===== config.mk =====
export PLATFORM = sky130hd
export DESIGN_NAME = jsd_cell
export DESIGN_NICKNAME = d
export VERILOG_FILES = /design/src/rtl/jsd_pkg.sv /design/src/rtl/jsd_cell.sv
export SDC_FILE = /design/constraint.sdc
export NUM_CORES = 1
export LEC_CHECK = 0
export BUFFER_PORTS_ARGS = -buffer_cell sky130_fd_sc_hd__buf_2
export CAP_MARGIN = 20
export CORE_MARGIN = 2
export CORE_UTILIZATION = 54
export DETAILED_ROUTE_END_ITERATION = 6
export HOLD_SLACK_MARGIN = 0.08
export PLACE_DENSITY = 0.95
export RECOVER_POWER = 25
export SKIP_CTS_REPAIR_TIMING = 1
export SYNTH_ARGS = -nofsm -noshare
export SYNTH_HDL_FRONTEND = slang
export SYNTH_SLANG_ARGS = --single-unit

===== constraint.sdc =====
create_clock -name clock -period 8.02 [get_ports clock]
set_input_delay 0.802 -clock clock [delete_from_list [all_inputs] [get_ports clock]]
set_output_delay 0.802 -clock clock [all_outputs]
set_load 0.02 [all_outputs]

===== src/rtl/jsd_pkg.sv =====
package jsd_pkg;

   // Number of cells in the sorting chain.
   localparam int MAX_RECORDS = 64;

   // Counter width that can hold the cell count itself.
   localparam int CNT_W = $clog2(MAX_RECORDS + 1);

   // Sort key: the packed order gives group, then donor, then acceptor.
   typedef struct packed {
      logic [15:0] group_index;
      logic [31:0] donor_pos;
      logic [31:0] acceptor_pos;
   } jsd_key_type;

   // One cell slot or one record moving along the chain.
   typedef struct packed {
      logic        valid;
      jsd_key_type key;
   } jsd_slot_type;

   // Input item.
   typedef struct packed {
      logic [15:0] group_index;
      logic [31:0] donor_pos;
      logic [31:0] acceptor_pos;
      logic        final_record;
   } jsd_req_type;

   // Result item.
   typedef struct packed {
      logic [15:0] out_group;
      logic [31:0] out_donor;
      logic [31:0] out_acceptor;
      logic        run_end;
      logic        overflowed;
   } jsd_rsp_type;

   // Control states of the block.
   typedef enum logic [2:0] {
      ST_FILL   = 3'b001,
      ST_SETTLE = 3'b010,
      ST_DRAIN  = 3'b100
   } jsd_state_type;

endpackage


===== src/rtl/jsd_cell.sv =====
module jsd_cell
   import jsd_pkg::*;
(
   input  logic         clock,
   input  logic         reset,
   input  logic         shift_en,
   input  jsd_slot_type ins_in,
   output jsd_slot_type ins_out,
   input  jsd_slot_type next_slot,
   output jsd_slot_type slot
);

   jsd_slot_type stored_ff;
   jsd_slot_type stored_in;
   jsd_slot_type pass_ff;
   jsd_slot_type pass_in;

   // Insertion keeps the smaller key here and hands the larger one on.
   // During the drain every cell takes the slot of its upper neighbor.
   always_comb begin
      stored_in = stored_ff;
      pass_in   = '0;
      if (shift_en) begin
         stored_in = next_slot;
      end else if (ins_in.valid) begin
         if (!stored_ff.valid) begin
            stored_in = ins_in;
         end else if (ins_in.key < stored_ff.key) begin
            stored_in = ins_in;
            pass_in   = stored_ff;
         end else begin
            pass_in = ins_in;
         end
      end
   end

   // Valid bits are cleared by reset; the keys need no reset.
   always_ff @(posedge clock) begin
      if (reset) begin
         stored_ff <= '{valid: 1'b0, key: stored_in.key};
         pass_ff   <= '{valid: 1'b0, key: pass_in.key};
      end else begin
         stored_ff <= stored_in;
         pass_ff   <= pass_in;
      end
   end

   assign ins_out = pass_ff;
   assign slot    = stored_ff;

endmodule


Word-level counts from Yosys, hierarchy flattened
Cells that the tools add are included.
Widths: inputs -> output; s select.
{ "classes": {"magnitude_cmp": 1, "eq_ne": 1, "mux": 8, "n_bitwise": 2, "reduce_logical": 3} }
{ "op_table": {"columns": ["op", "count"], "rows": [
  ["$mux 81", 5],
  ["$mux 80", 3],
  ["$lt 80x80->1", 1],
  ["$reduce_or 4->1", 1],
  ["$ne 3x2->1 const B", 1],
  ["$not 1->1", 2],
  ["$reduce_and 2->1", 1],
  ["$reduce_bool 2->1", 1]
]} }
{ "totals": {"ff_bits": 162, "inputBits": 165, "wordCells": 23} }

Logic depth before layout (Yosys ltp)
Gate-level depths: netlist of the first run.
{ "depth": {"ltp_word": 5, "mapped_depth": 11, "mapped_depth_nobuf": 9} }

Worst setup path after synthesis of the first run
OpenSTA, ideal clock, no wires.
{ "synth_timing": {"kind": "input-to-reg", "from": "in ins_in[62] (netlist name)", "to": "reg stored_ff (netlist bit slot[0]), enable pin", "setup_ns": 0.445, "arrival_time_ns": 4.239, "required_ns": 7.575, "slack_ns": 3.336, "stages": 9, "n_path_buf": 1, "cell_sequence": "ha_1 > a21oi_1 > nand2_1 > a221o_1 > a211oi_1 > o2111ai_1 > o211ai_1 > buf_6 > o22a_1"} }
{ "synth_between": {"elab_chain_len": 5} }
{ "synth_lines": {"columns": ["element", "line_no", "text"], "rows": [
  ["from (decl)", "jsd_cell.sv:7", "input jsd_slot_type ins_in,"],
  ["$lt 80x80->1", "jsd_cell.sv:28", "end else if (ins_in.key < stored_ff.key) begin"],
  ["$mux 81", "jsd_cell.sv:28", null],
  ["$mux 81", "jsd_cell.sv:26", "if (!stored_ff.valid) begin"],
  ["$mux 81", "jsd_cell.sv:25", "end else if (ins_in.valid) begin"],
  ["$mux 81", "jsd_cell.sv:23", "if (shift_en) begin"],
  ["to (signal assigned)", "jsd_cell.sv:40", "stored_ff <= '{valid: 1'b0, key: stored_in.key};"],
  ["to (signal assigned)", "jsd_cell.sv:43", "stored_ff <= stored_in;"],
  ["to (decl)", "jsd_cell.sv:13", "jsd_slot_type stored_ff;"]
]} }
No other way between the ends. The select of a mux whose other input is x is not followed.
A chain may end at the register's enable or synchronous reset.

Worst setup path in the final report of the first run
{ "layout_timing": {"from": "in ins_in[51] (netlist name)", "to": "reg pass_ff (netlist bit ins_out[24])"} }
{ "layout_between": {"elab_chain_len": 5} }
{ "layout_lines": {"columns": ["element", "line_no", "text"], "rows": [
  ["$lt 80x80->1", "jsd_cell.sv:28", null],
  ["$mux 81", "jsd_cell.sv:28", null],
  ["$mux 80", "jsd_cell.sv:26", null],
  ["$mux 80", "jsd_cell.sv:25", null],
  ["$mux 80", "jsd_cell.sv:23", null],
  ["to (signal assigned)", "jsd_cell.sv:41", "pass_ff <= '{valid: 1'b0, key: pass_in.key};"],
  ["to (signal assigned)", "jsd_cell.sv:44", "pass_ff <= pass_in;"],
  ["to (decl)", "jsd_cell.sv:15", "jsd_slot_type pass_ff;"]
]} }
No other way between the ends.

==> results of run 1 <==
[critical path, cell delays in order]
cell,delay (ps)
buf_2,110
ha_1,320
a21oi_1,160
o21ai_0,140
a221o_1,310
a211oi_1,440
o2111ai_1,210
o211ai_1,280
buf_4,480
buf_4,830
mux2i_1,280
[power groups by stage]
| stage | clock, W | combinational [W] | sequential (W) |
|---|---|---|---|
| after floorplan | 0 | 0.000248 | 0.00105 |
| after global placement | 0 | 0.000458 | 0.000987 |
| after detailed placement | 0 | 0.000473 | 0.000989 |
| after CTS | 0.000900 | 0.000477 | 0.000972 |
| after global routing | 0.000929 | 0.000521 | 0.000977 |
| final | 0.000888 | 0.000478 | 0.000972 |
[layout by cell type, fill, tap and decap left out, drive strengths merged, types with 3 or more instances in the layout]
| cell type | count |
|---|---|
| buf | 262 |
| nand2 | 179 |
| clkbuf | 98 |
| inv | 83 |
| dfxtp | 82 |
| mux2 | 80 |
| mux2i | 80 |
| edfxtp | 80 |
| ha | 79 |
| a21oi | 31 |
| nand4 | 15 |
| o21ai | 11 |
| nand3 | 10 |
| nor2 | 7 |
| nor3 | 5 |
| a221oi | 4 |
| bufinv | 4 |
| a21o | 3 |
| or4 | 3 |
[state kept, by name, summed over array words and instances (netlist names)]
name and cells:
ins_out 81, slot 81
[routing by layer]
layer | part of all wire [%] | GRT usage (%)
met5 | 0 | 0
met4 | 3.8 | 12.7
met3 | 7.4 | 7.71
met2 | 50 | 47.0
met1 | 39 | 31.4
[cell families after synthesis]
kind of cell,after synthesis
compound gates,61
fa+ha+maj,79
buf+inv,118
flops,162
mux,160
simple gates,228
[final cells by class]
cell class,count,share of cell area (%)
Clock buffer,28,4.83
Clock inverter,4,1.10
Inverter,83,2.86
Multi-Input combinational cell,528,37.0
Sequential cell,162,37.1
Tap cell,216,2.48
Timing Repair Buffer,332,14.7
[how the worst min path moves through the flow]
| stage | start | endpoint | slack, ps | cells after the start |
|---|---|---|---|---|
| 2_1_floorplan | slot[80] | ins_out[80] | 580 | 2 |
| 3_3_place_gp | slot[16] | ins_out[16] | 540 | 2 |
| 3_5_place_dp | slot[62] | ins_out[62] | 550 | 2 |
| 4_1_cts | reset | slot[80] | 560 | 2 |
| 5_1_grt | reset | slot[80] | 590 | 2 |
| 6_report | slot[62] | ins_out[62] | 560 | 2 |
[cell usage after synthesis]
master / n
a21o_1: 3
nand4_1: 15
nor3_1: 5
a21boi_0: 1
buf_6: 9
or4_4: 1
o21ai_1: 1
nand2_1: 179
a22oi_1: 1
a221oi_1: 4
and4_1: 2
a211oi_1: 2
o21a_1: 1
o22a_1: 1
dfxtp_1: 82
inv_1: 83
edfxtp_1: 80
nand3_1: 10
nor4b_1: 1
a21oi_1: 31
a2111oi_0: 1
nor2b_1: 1
nand2b_1: 2
or4_1: 2
nor4_1: 2
o21ai_0: 10
a221o_1: 1
clkbuf_1: 26
o32a_1: 1
or3_1: 1
mux2_2: 80
ha_1: 79
nor2_1: 7
o31ai_1: 1
o2111ai_1: 1
mux2i_1: 80
o211ai_1: 1
[through the flow]
step                      area (um2)  setup slack, ps  total power, W
final                          10900             3920         0.00234
after global routing           10900             3680         0.00243
after CTS                      11000             3980         0.00235
after detailed placement       10300             3530         0.00146
after global placement         10300             3690         0.00144
after floorplan                 8570             3340         0.00130
==> metrics.log, run 1 <==
INFO  metric synth_mux_area_share = 19.9%
INFO  metric area.sequential = 4040 um2
INFO  metric worst_path_max_fanout = 51
INFO  metric area.growth.synth_to_final = 27.3%
INFO  metric final.setup_skew = 10.2 ps
INFO  metric ys_top_cells_by_area = edfxtp_1, dfxtp_1, ha_1, mux2_2, mux2i_1
INFO  metric violations = capacitance limit, slew limit
INFO  metric vias_in_the_first_global_route = 7117
INFO  metric detail_route.wl_per_cell = 17.5 um
INFO  metric antenna_cells_inserted = 0
INFO  metric grt_first_pass_wirelength = 35.6 mm
INFO  metric cts_htree_levels = 4
INFO  metric critPathCapture = ins_out[24]
INFO  metric globalplace.congestion = 0.834
INFO  metric ys.warnings.count = 0
INFO  metric setup_violations = 0
INFO  metric boundaryPins = 327
INFO  metric timing_max_transition_violations_final = 36
INFO  metric yosys.area_share.simple = 11.2%
INFO  metric power.density_cell_area = 214 nW/um2
INFO  metric antenna_left = 0
INFO  metric io_buffers = 326
INFO  metric filler_cell_count = 1140
INFO  metric power_frac_seq = 41.6%
INFO  metric cts_max_path_buffers = 2
INFO  metric syn_inst = 808
INFO  metric worst_ir_drop_vdd = 0.166 mV
INFO  metric arithmetic_cell_share_of_the_synthesized_area_counting_full_adders_half_adders_and_majority_gates = 11.5%
INFO  metric clkPwrFrac = 38.0%
INFO  metric gr-total-overflow = 0
INFO  metric worst_setup_path_start_kind = input pin
INFO  metric postLayoutCoreUtil = 69.4%
INFO  metric multiInputGateArea = 4030 um2
INFO  metric reg2reg_slack = 4000 ps
INFO  metric power_switching_share = 27.3%
INFO  metric cell_internal_pwr = 0.00170 W
INFO  metric cts_sinks = 162
INFO  metric total_switching_power = 0.000638 W
INFO  metric mappedNetlistNets = 1052
INFO  metric synth_largest_type_area_fraction = 28.0%
INFO  metric hold_viol = 0
INFO  metric critPathArrivalTime = 4430 ps
INFO  metric cell_taking_the_most_area_after_synthesis = edfxtp_1
INFO  metric grt_max_degree = 84
INFO  metric layout.nets = 1368
INFO  metric gr_util_all_layers = 27.2%
INFO  metric worst-setup-path-type = in -> reg
INFO  metric worst_case_hold_slack = 556 ps
INFO  metric setup_total_negative_slack = 0 ps
INFO  metric seq_area_frac_synth = 47.2%
INFO  metric worstMarginPinSlew = 2010 ps
INFO  metric worstHoldPathType = reg -> reg
INFO  metric die_height = 130 um
INFO  metric total_cts_buffers = 17
INFO  metric chipWidth = 130 um
INFO  metric synth_top_family_by_area = multiplexers
INFO  metric core_region_area = 15700 um2
INFO  metric post-route-drc-count = 0
INFO  metric setup_repair_after_global_routing_missed_its_margin = no
INFO  metric floorplan.initialDensity = 54.5%
INFO  metric reg2regPathDepth = 11
INFO  metric end_of_the_worst_register_to_register_path = ins_out[24]
INFO  metric critical_path.reg2reg.startpoint = slot[51]
INFO  metric slew-limit-headroom = -33.9%
INFO  metric fin_crit = 4100 ps
INFO  metric setup.worst_path.end_class = flop
INFO  metric via_count = 7269
INFO  metric ctsRootBufferMaster = clkbuf_16
INFO  metric placed_cells = 1320
INFO  metric drive_above_1_share = 32.7%
INFO  metric totalWireLength = 23.7 mm
INFO  metric synth_xor_area_share = 0%
INFO  metric antenna_found_initial = 0
INFO  metric outcome = finished, violations left
INFO  metric synth_cell_type_count = 37
INFO  metric clkLatencyLatePin = 420 ps
INFO  metric fin_cells = 1353
INFO  metric die_area = 16900 um2
INFO  metric postSynthAreaPerCell = 10.6 um2
INFO  metric worstPathRequired = 8350 ps
INFO  metric drt-initial-drc-count = 520
INFO  metric vias_per_cell = 5.37
INFO  metric dp.final_hpwl = 17.4 mm
INFO  metric fmax = 244 MHz
INFO  metric count_of_state_elements_after_synthesis = 162
INFO  metric drt_pre_antenna_iters = 6
INFO  metric power.static_leakage = 5.26 nW
INFO  metric std_cell_rows = 46
INFO  metric crit_start = ins_in[51]
INFO  metric drv_cap = 1
INFO  metric synth_compound_area_share = 4.28%
INFO  metric final.period_utilization = 51.1%
INFO  metric cts.reportedPaths.clkPinSlew = 60 ps
INFO  metric tritoncts = built
INFO  metric comb_power_share = 20.5%
INFO  metric netlist_area = 8570 um2
Power figures use the tool's default switching activity.
==> run 2, diff against run 1 <==
--- a/config.mk
+++ b/config.mk
@@ -8,10 +8,10 @@
 export BUFFER_PORTS_ARGS = -buffer_cell sky130_fd_sc_hd__buf_2
 export CAP_MARGIN = 20
 export CORE_MARGIN = 2
-export CORE_UTILIZATION = 54
+export CORE_UTILIZATION = 45
 export DETAILED_ROUTE_END_ITERATION = 6
 export HOLD_SLACK_MARGIN = 0.08
-export PLACE_DENSITY = 0.95
+export PLACE_DENSITY = 0.85
 export RECOVER_POWER = 25
 export SKIP_CTS_REPAIR_TIMING = 1
 export SYNTH_ARGS = -nofsm -noshare
==> constraint.sdc (replaced) <==
create_clock -name clock -period 3.3 [get_ports clock]
set_input_delay 0.33 -clock clock [delete_from_list [all_inputs] [get_ports clock]]
set_output_delay 0.33 -clock clock [all_outputs]
set_load 0.02 [all_outputs]
==> run 2 against run 1 <==
Effect of this change: the flow still finishes with violations (capacitance limit, slew limit); cell count is 2.1% higher; clock power is 120% higher; power is 140% higher; via count is 1.6% lower; combinational power grew to 2.5 times the previous value.
==> metrics.log, run 2 (synthesis gave the netlist of run 1 again) <==
INFO  metric outcome = finished, violations left
INFO  metric violations = capacitance limit, slew limit
INFO  metric ctsRootBufferMaster = clkbuf_16
INFO  metric filler_cell_count = 1549 (+36%)
INFO  metric area.growth.synth_to_final = 28.5%
INFO  metric antenna_left = 0 (unchanged)
INFO  metric power_frac_seq = 42.6% (+1.0 points)
INFO  metric worst_ir_drop_vdd = 0.352 mV (+110%)
INFO  metric io_buffers = 326 (unchanged)
INFO  metric tritoncts = built
INFO  metric slew-limit-headroom = -42.7% (-8.7 points)
INFO  metric cts_sinks = 162 (unchanged)
INFO  metric cts_htree_levels = 4 (unchanged)
INFO  metric fin_crit = 3170 ps
INFO  metric comb_power_share = 21.8% (+1.3 points)
INFO  metric slowest_delay = 590 ps (-240 ps)
INFO  metric layout.nets = 1376 (+0.58%)
INFO  metric crit_family = simple AND/OR/NAND/NOR gates
INFO  metric dp.final_hpwl = 17.9 mm (+3.0%)
INFO  metric critPathArrivalTime = 3330 ps (-1100 ps)
INFO  metric power_switching_share = 28.8% (+1.6 points)
INFO  metric post-route-drc-count = 0 (unchanged)
INFO  metric drt-initial-drc-count = 386 (-26%)
INFO  metric via_count = 7153 (-1.6%)
INFO  metric path_buf_inv = 3 (unchanged)
INFO  metric worstHoldPathType = in -> reg
INFO  metric power.static_leakage = 5.37 nW (+2.0%)
INFO  metric mostFrequentLayoutCell = buf_2
INFO  metric die_area = 20200 um2 (+19%)
INFO  metric core_region_area = 18700 um2 (+19%)
INFO  metric detail_route.wl_per_cell = 17.1 um (-2.2%)
INFO  metric placed_cells = 1346 (+2.0%)
INFO  metric cell_internal_pwr = 0.00394 W (+130%)
INFO  metric setup.worst_path.end_class = flop
INFO  metric die_height = 142 um (+9.2%)
INFO  metric finalWorstSetupSlack = 129 ps (-3790 ps)
INFO  metric cts.reportedPaths.clkPinSlew = 60 ps (about the same)
INFO  metric setup_violations = 0 (unchanged)
INFO  metric worst-setup-path-type = reg -> reg
INFO  metric total_cts_buffers = 17 (unchanged)
INFO  metric boundaryPins = 327 (unchanged)
INFO  metric worst_setup_path_start_kind = flop
INFO  metric worst_case_hold_slack = 89.3 ps (-466 ps)
INFO  metric drive_above_1_share = 34.5% (+1.8 points)
INFO  metric path_cells = inv_1 > ha_1 > nand4_1 > or4_4 > or3_1 > o2111ai_1 > o211ai_1 > buf_4 > o22a_4 > buf_12
INFO  metric worstMarginPinSlew = 2140 ps (+131 ps)
INFO  metric floorplan.initialDensity = 45.8% (-8.7 points)
INFO  metric final.setup_skew = 15.6 ps (+5.41 ps)
INFO  metric fin_cells = 1381 (+2.1%)
INFO  metric clkLatencyLatePin = 430 ps (about the same)
INFO  metric vias_per_cell = 5.18 (-3.6%)
INFO  metric drt_pre_antenna_iters = 7 (+1)
INFO  metric fmax = 315 MHz
INFO  metric vias_in_the_first_global_route = 6920 (-2.8%)
INFO  metric total_switching_power = 0.00160 W (+150%)
INFO  metric gr-total-overflow = 0 (unchanged)
INFO  metric drv_cap = 1 (unchanged)
INFO  metric commonest_cells_after_routing_fill_and_taps_aside = buf_2, nand2_1, inv_1
INFO  metric preCtsSetupSlack = 29.1 ps (-3500 ps)
INFO  metric gr_util_all_layers = 23.0% (-4.2 points)
INFO  metric setup_total_negative_slack = 0 ps (unchanged)
INFO  metric clkPwrFrac = 35.6% (-2.4 points)
INFO  metric grt_first_pass_wirelength = 35.9 mm (+0.78%)
INFO  metric worst_path_max_delay_cell = or4_4
INFO  metric worstPathRequired = 3450 ps (-4900 ps)
INFO  metric totalWireLength = 23.7 mm (-0.13%)
INFO  metric cts_max_path_buffers = 2 (unchanged)
INFO  metric chipWidth = 142 um (+9.2%)
INFO  metric grt_max_degree = 85 (+1.2%)
INFO  metric worst_path_max_fanout = 40 (-22%)
INFO  metric timing_max_transition_violations_final = 37 (+2.8%)
INFO  metric power.density_cell_area = 503 nW/um2 (+130%)
INFO  metric final.period_utilization = 96.1%
INFO  metric antenna_found_initial = 2 (+2)
INFO  metric hold_viol = 0 (unchanged)
INFO  metric globalplace.congestion = 0.898 (+7.8%)
INFO  metric std_cell_rows = 50 (+8.7%)
[run 2: worst paths after layout]
check / startpoint / endpoint / slack [ps] / cells past startpoint
setup / recovery: slot[46] / slot[54] / 130 / 10
setup reg to reg: slot[46] / slot[54] / 130 / 10
hold / removal: reset / slot[80] / 90 / 2
hold reg to reg: slot[7] / ins_out[7] / 570 / 2
[run 2: layout make-up]
cell class / count / area (um2) / area share (%)
Inverter: 83 / 312 / 2.83
Clock inverter: 6 / 68.8 / 0.625
Timing Repair Buffer: 340 / 1730 / 15.7
Tap cell: 234 / 293 / 2.66
Clock buffer: 26 / 520 / 4.73
Antenna cell: 2 / 5.00 / 0.0454
Multi-Input combinational cell: 528 / 4040 / 36.7
Sequential cell: 162 / 4040 / 36.7
[run 2: through the flow]
stage,util [%],power (W),instance area (um2)
finish,58.9,0.00554,11000
global route,58.9,0.00577,11000
CTS,59.1,0.00558,11100
detailed placement,56.0,0.00360,10500
global placement,56.0,0.00357,10500
floorplan,-,0.00315,8580
[run 2: layer usage]
layer,global-route usage [%],routed length (um),up-vias
li1,-,-,3461
met1,27.7,9630,3330
met2,39.7,11700,306
met3,5.38,1580,56
met4,9.53,765,0
met5,0,0,-
[run 2: power groups by stage]
stage / registers (W) / clock network (W) / logic (W)
finish: 0.00236 / 0.00197 / 0.00121
global route: 0.00237 / 0.00208 / 0.00131
CTS: 0.00236 / 0.00201 / 0.00121
detailed placement: 0.00240 / 0 / 0.00120
global placement: 0.00240 / 0 / 0.00117
floorplan: 0.00255 / 0 / 0.000605
==> run 3, diff against run 2 <==
--- a/config.mk
+++ b/config.mk
@@ -11,6 +11,7 @@
 export CORE_UTILIZATION = 45
 export DETAILED_ROUTE_END_ITERATION = 6
 export HOLD_SLACK_MARGIN = 0.08
+export MAX_ROUTING_LAYER = met4
 export PLACE_DENSITY = 0.85
 export RECOVER_POWER = 25
 export SKIP_CTS_REPAIR_TIMING = 1
==> run 3 against run 2 <==
Effect of this change: the run still ends with capacitance limit, slew limit left; core utilization hardly changed; sequential power hardly changed; clock power barely moved; count of clock-buffer cells in the layout unchanged; cell count unchanged; routed wire length is 0.36% higher; flip-flop and latch count did not move; final area is essentially flat; via count grew 0.45%; maximum frequency grew 0.42%; largest cell class is now multi-input gates; non-clock buffer count did not move.
==> metrics.log, run 3 (synthesis gave the netlist of run 1 again) <==
INFO  metric outcome = finished, violations left
INFO  metric violations = capacitance limit, slew limit
INFO  metric vias_per_cell = 5.20 (+0.45%)
INFO  metric worst_path_max_fanout = 40 (unchanged)
INFO  metric drive_above_1_share = 34.5% (unchanged)
INFO  metric cts.reportedPaths.clkPinSlew = 60 ps (about the same)
INFO  metric setup_violations = 0 (unchanged)
INFO  metric slew-limit-headroom = -41.0% (+1.6 points)
INFO  metric clkLatencyLatePin = 430 ps (about the same)
INFO  metric reg2reg_slack = 140 ps (about the same)
INFO  metric floorplan.initialDensity = 45.8% (unchanged)
INFO  metric chipWidth = 142 um (unchanged)
INFO  metric detail_route.wl_per_cell = 17.2 um (+0.36%)
INFO  metric core_region_area = 18700 um2 (unchanged)
INFO  metric gr-total-overflow = 0 (unchanged)
INFO  metric vias_in_the_first_global_route = 6893 (-0.39%)
INFO  metric cts_htree_levels = 4 (unchanged)
INFO  metric hold_viol = 0 (unchanged)
INFO  metric cts_max_path_buffers = 2 (unchanged)
INFO  metric setup.worst_path.end_class = flop
INFO  metric ctsRootBufferMaster = clkbuf_16
INFO  metric antenna_found_initial = 2 (unchanged)
INFO  metric post-route-drc-count = 0 (unchanged)
INFO  metric finalPower = 0.00554 W (+0.11%)
INFO  metric die_area = 20200 um2 (unchanged)
INFO  metric fin_crit = 3160 ps (-13.4 ps)
INFO  metric worst_ir_drop_vdd = 0.356 mV (+1.1%)
INFO  metric worstPathRequired = 3460 ps (about the same)
INFO  metric area.sequential = 4040 um2 (unchanged)
INFO  metric final.period_utilization = 95.7% (-0.41 points)
INFO  metric worstMarginPinSlew = 2120 ps (-24.2 ps)
INFO  metric totalWireLength = 23.8 mm (+0.36%)
INFO  metric commonest_cells_after_routing_fill_and_taps_aside = buf_2, nand2_1, inv_1
INFO  metric fmax = 317 MHz (+0.42%)
INFO  metric layout.nets = 1376 (unchanged)
INFO  metric tritoncts = built
INFO  metric preCtsSetupSlack = 29.1 ps (unchanged)
INFO  metric worstHoldPathType = in -> reg
INFO  metric mostFrequentLayoutCell = buf_2
INFO  metric grt_max_degree = 85 (unchanged)
INFO  metric grt_first_pass_wirelength = 35.9 mm (about the same)
INFO  metric dp.final_hpwl = 17.9 mm (unchanged)
INFO  metric drt-initial-drc-count = 439 (+14%)
INFO  metric worst-setup-path-type = reg -> reg
INFO  metric finalWorstSetupSlack = 143 ps (+13.4 ps)
INFO  metric timing_max_transition_violations_final = 37 (unchanged)
INFO  metric critPathArrivalTime = 3320 ps (about the same)
INFO  metric globalplace.congestion = 0.914 (+1.7%)
INFO  metric power.density_cell_area = 503 nW/um2 (about the same)
INFO  metric via_count = 7185 (+0.45%)
INFO  metric gr_util_all_layers = 23.8% (+0.73 points)
INFO  metric final.setup_skew = 10.4 ps (-5.16 ps)
INFO  metric antenna_left = 0 (unchanged)
INFO  metric worst_setup_path_start_kind = flop
INFO  metric total_cts_buffers = 17 (unchanged)
INFO  metric std_cell_rows = 50 (unchanged)
INFO  metric multiInputGateArea = 4050 um2 (+0.22%)
INFO  metric drv_cap = 1 (unchanged)
INFO  metric drt_pre_antenna_iters = 5 (-2)
INFO  metric setup_total_negative_slack = 0 ps (unchanged)
INFO  metric io_buffers = 326 (unchanged)
INFO  metric boundaryPins = 327 (unchanged)
INFO  metric area.growth.synth_to_final = 28.6% (about the same)
INFO  metric power.static_leakage = 5.38 nW (+0.16%)
INFO  metric placed_cell_area = 10500 um2 (unchanged)
INFO  metric die_height = 142 um (unchanged)
INFO  metric cts_sinks = 162 (unchanged)
INFO  metric filler_cell_count = 1548 (-0.065%)
INFO  metric layout.cell_area.non_filler = 11000 um2 (about the same)
-- run 3: cell counts in the layout (fill, tap and decap cells not counted) --
No cell type changed its count.
-- run 3: metal layers --
metal  share of wire [%]  global-route usage, %
met3                 6.4                   5.25
met5                   0                      -
met2                  50                   39.6
met4                 3.2                   9.53
met1                  41                   28.0
-- run 3: metrics by stage --
step                      std cells  util (%)  hold WS [ps]
final                          1381      58.9          88.6
after floorplan                 808         -           402
after global routing           1381      58.9          82.6
after CTS                      1378      59.1          68.4
after detailed placement       1346      56.0           520
after global placement         1346      56.0           515
-- run 3: where the power goes --
group	leakage [nW]	total, W	switching, W	internal [W]
clock network	0.286	0.00198	0.000809	0.00117
registers	1.48	0.00236	0.0000895	0.00227
logic	3.61	0.00121	0.000705	0.000503
-- run 3: worst paths after layout --
check | startpoint | depth (start not counted) | end
max | slot[46] | 10 | slot[6]
min reg2reg | slot[7] | 2 | ins_out[7]
min | reset | 2 | slot[80]
max reg2reg | slot[46] | 10 | slot[6]
-- run 3: area by class of cell --
| cell class | count | area share, % |
|---|---|---|
| clock buffers | 26 | 4.72 |
| inverters | 83 | 2.83 |
| clock inverters | 6 | 0.624 |
| multi-input cells | 528 | 36.7 |
| repair buffers | 340 | 15.7 |
| diodes | 2 | 0.0454 |
| flip-flops and latches | 162 | 36.7 |
| well taps | 234 | 2.66 |
-- run 3: worst max-delay path, cell delays in order (launching register included) --
cell and delay [ps]:
edfxtp_1 390, inv_1 60, ha_1 300, nand4_1 220, or4_4 590, or3_1 360, o2111ai_1 110, o211ai_1 160
buf_4 190, o22a_4 270, buf_12 200
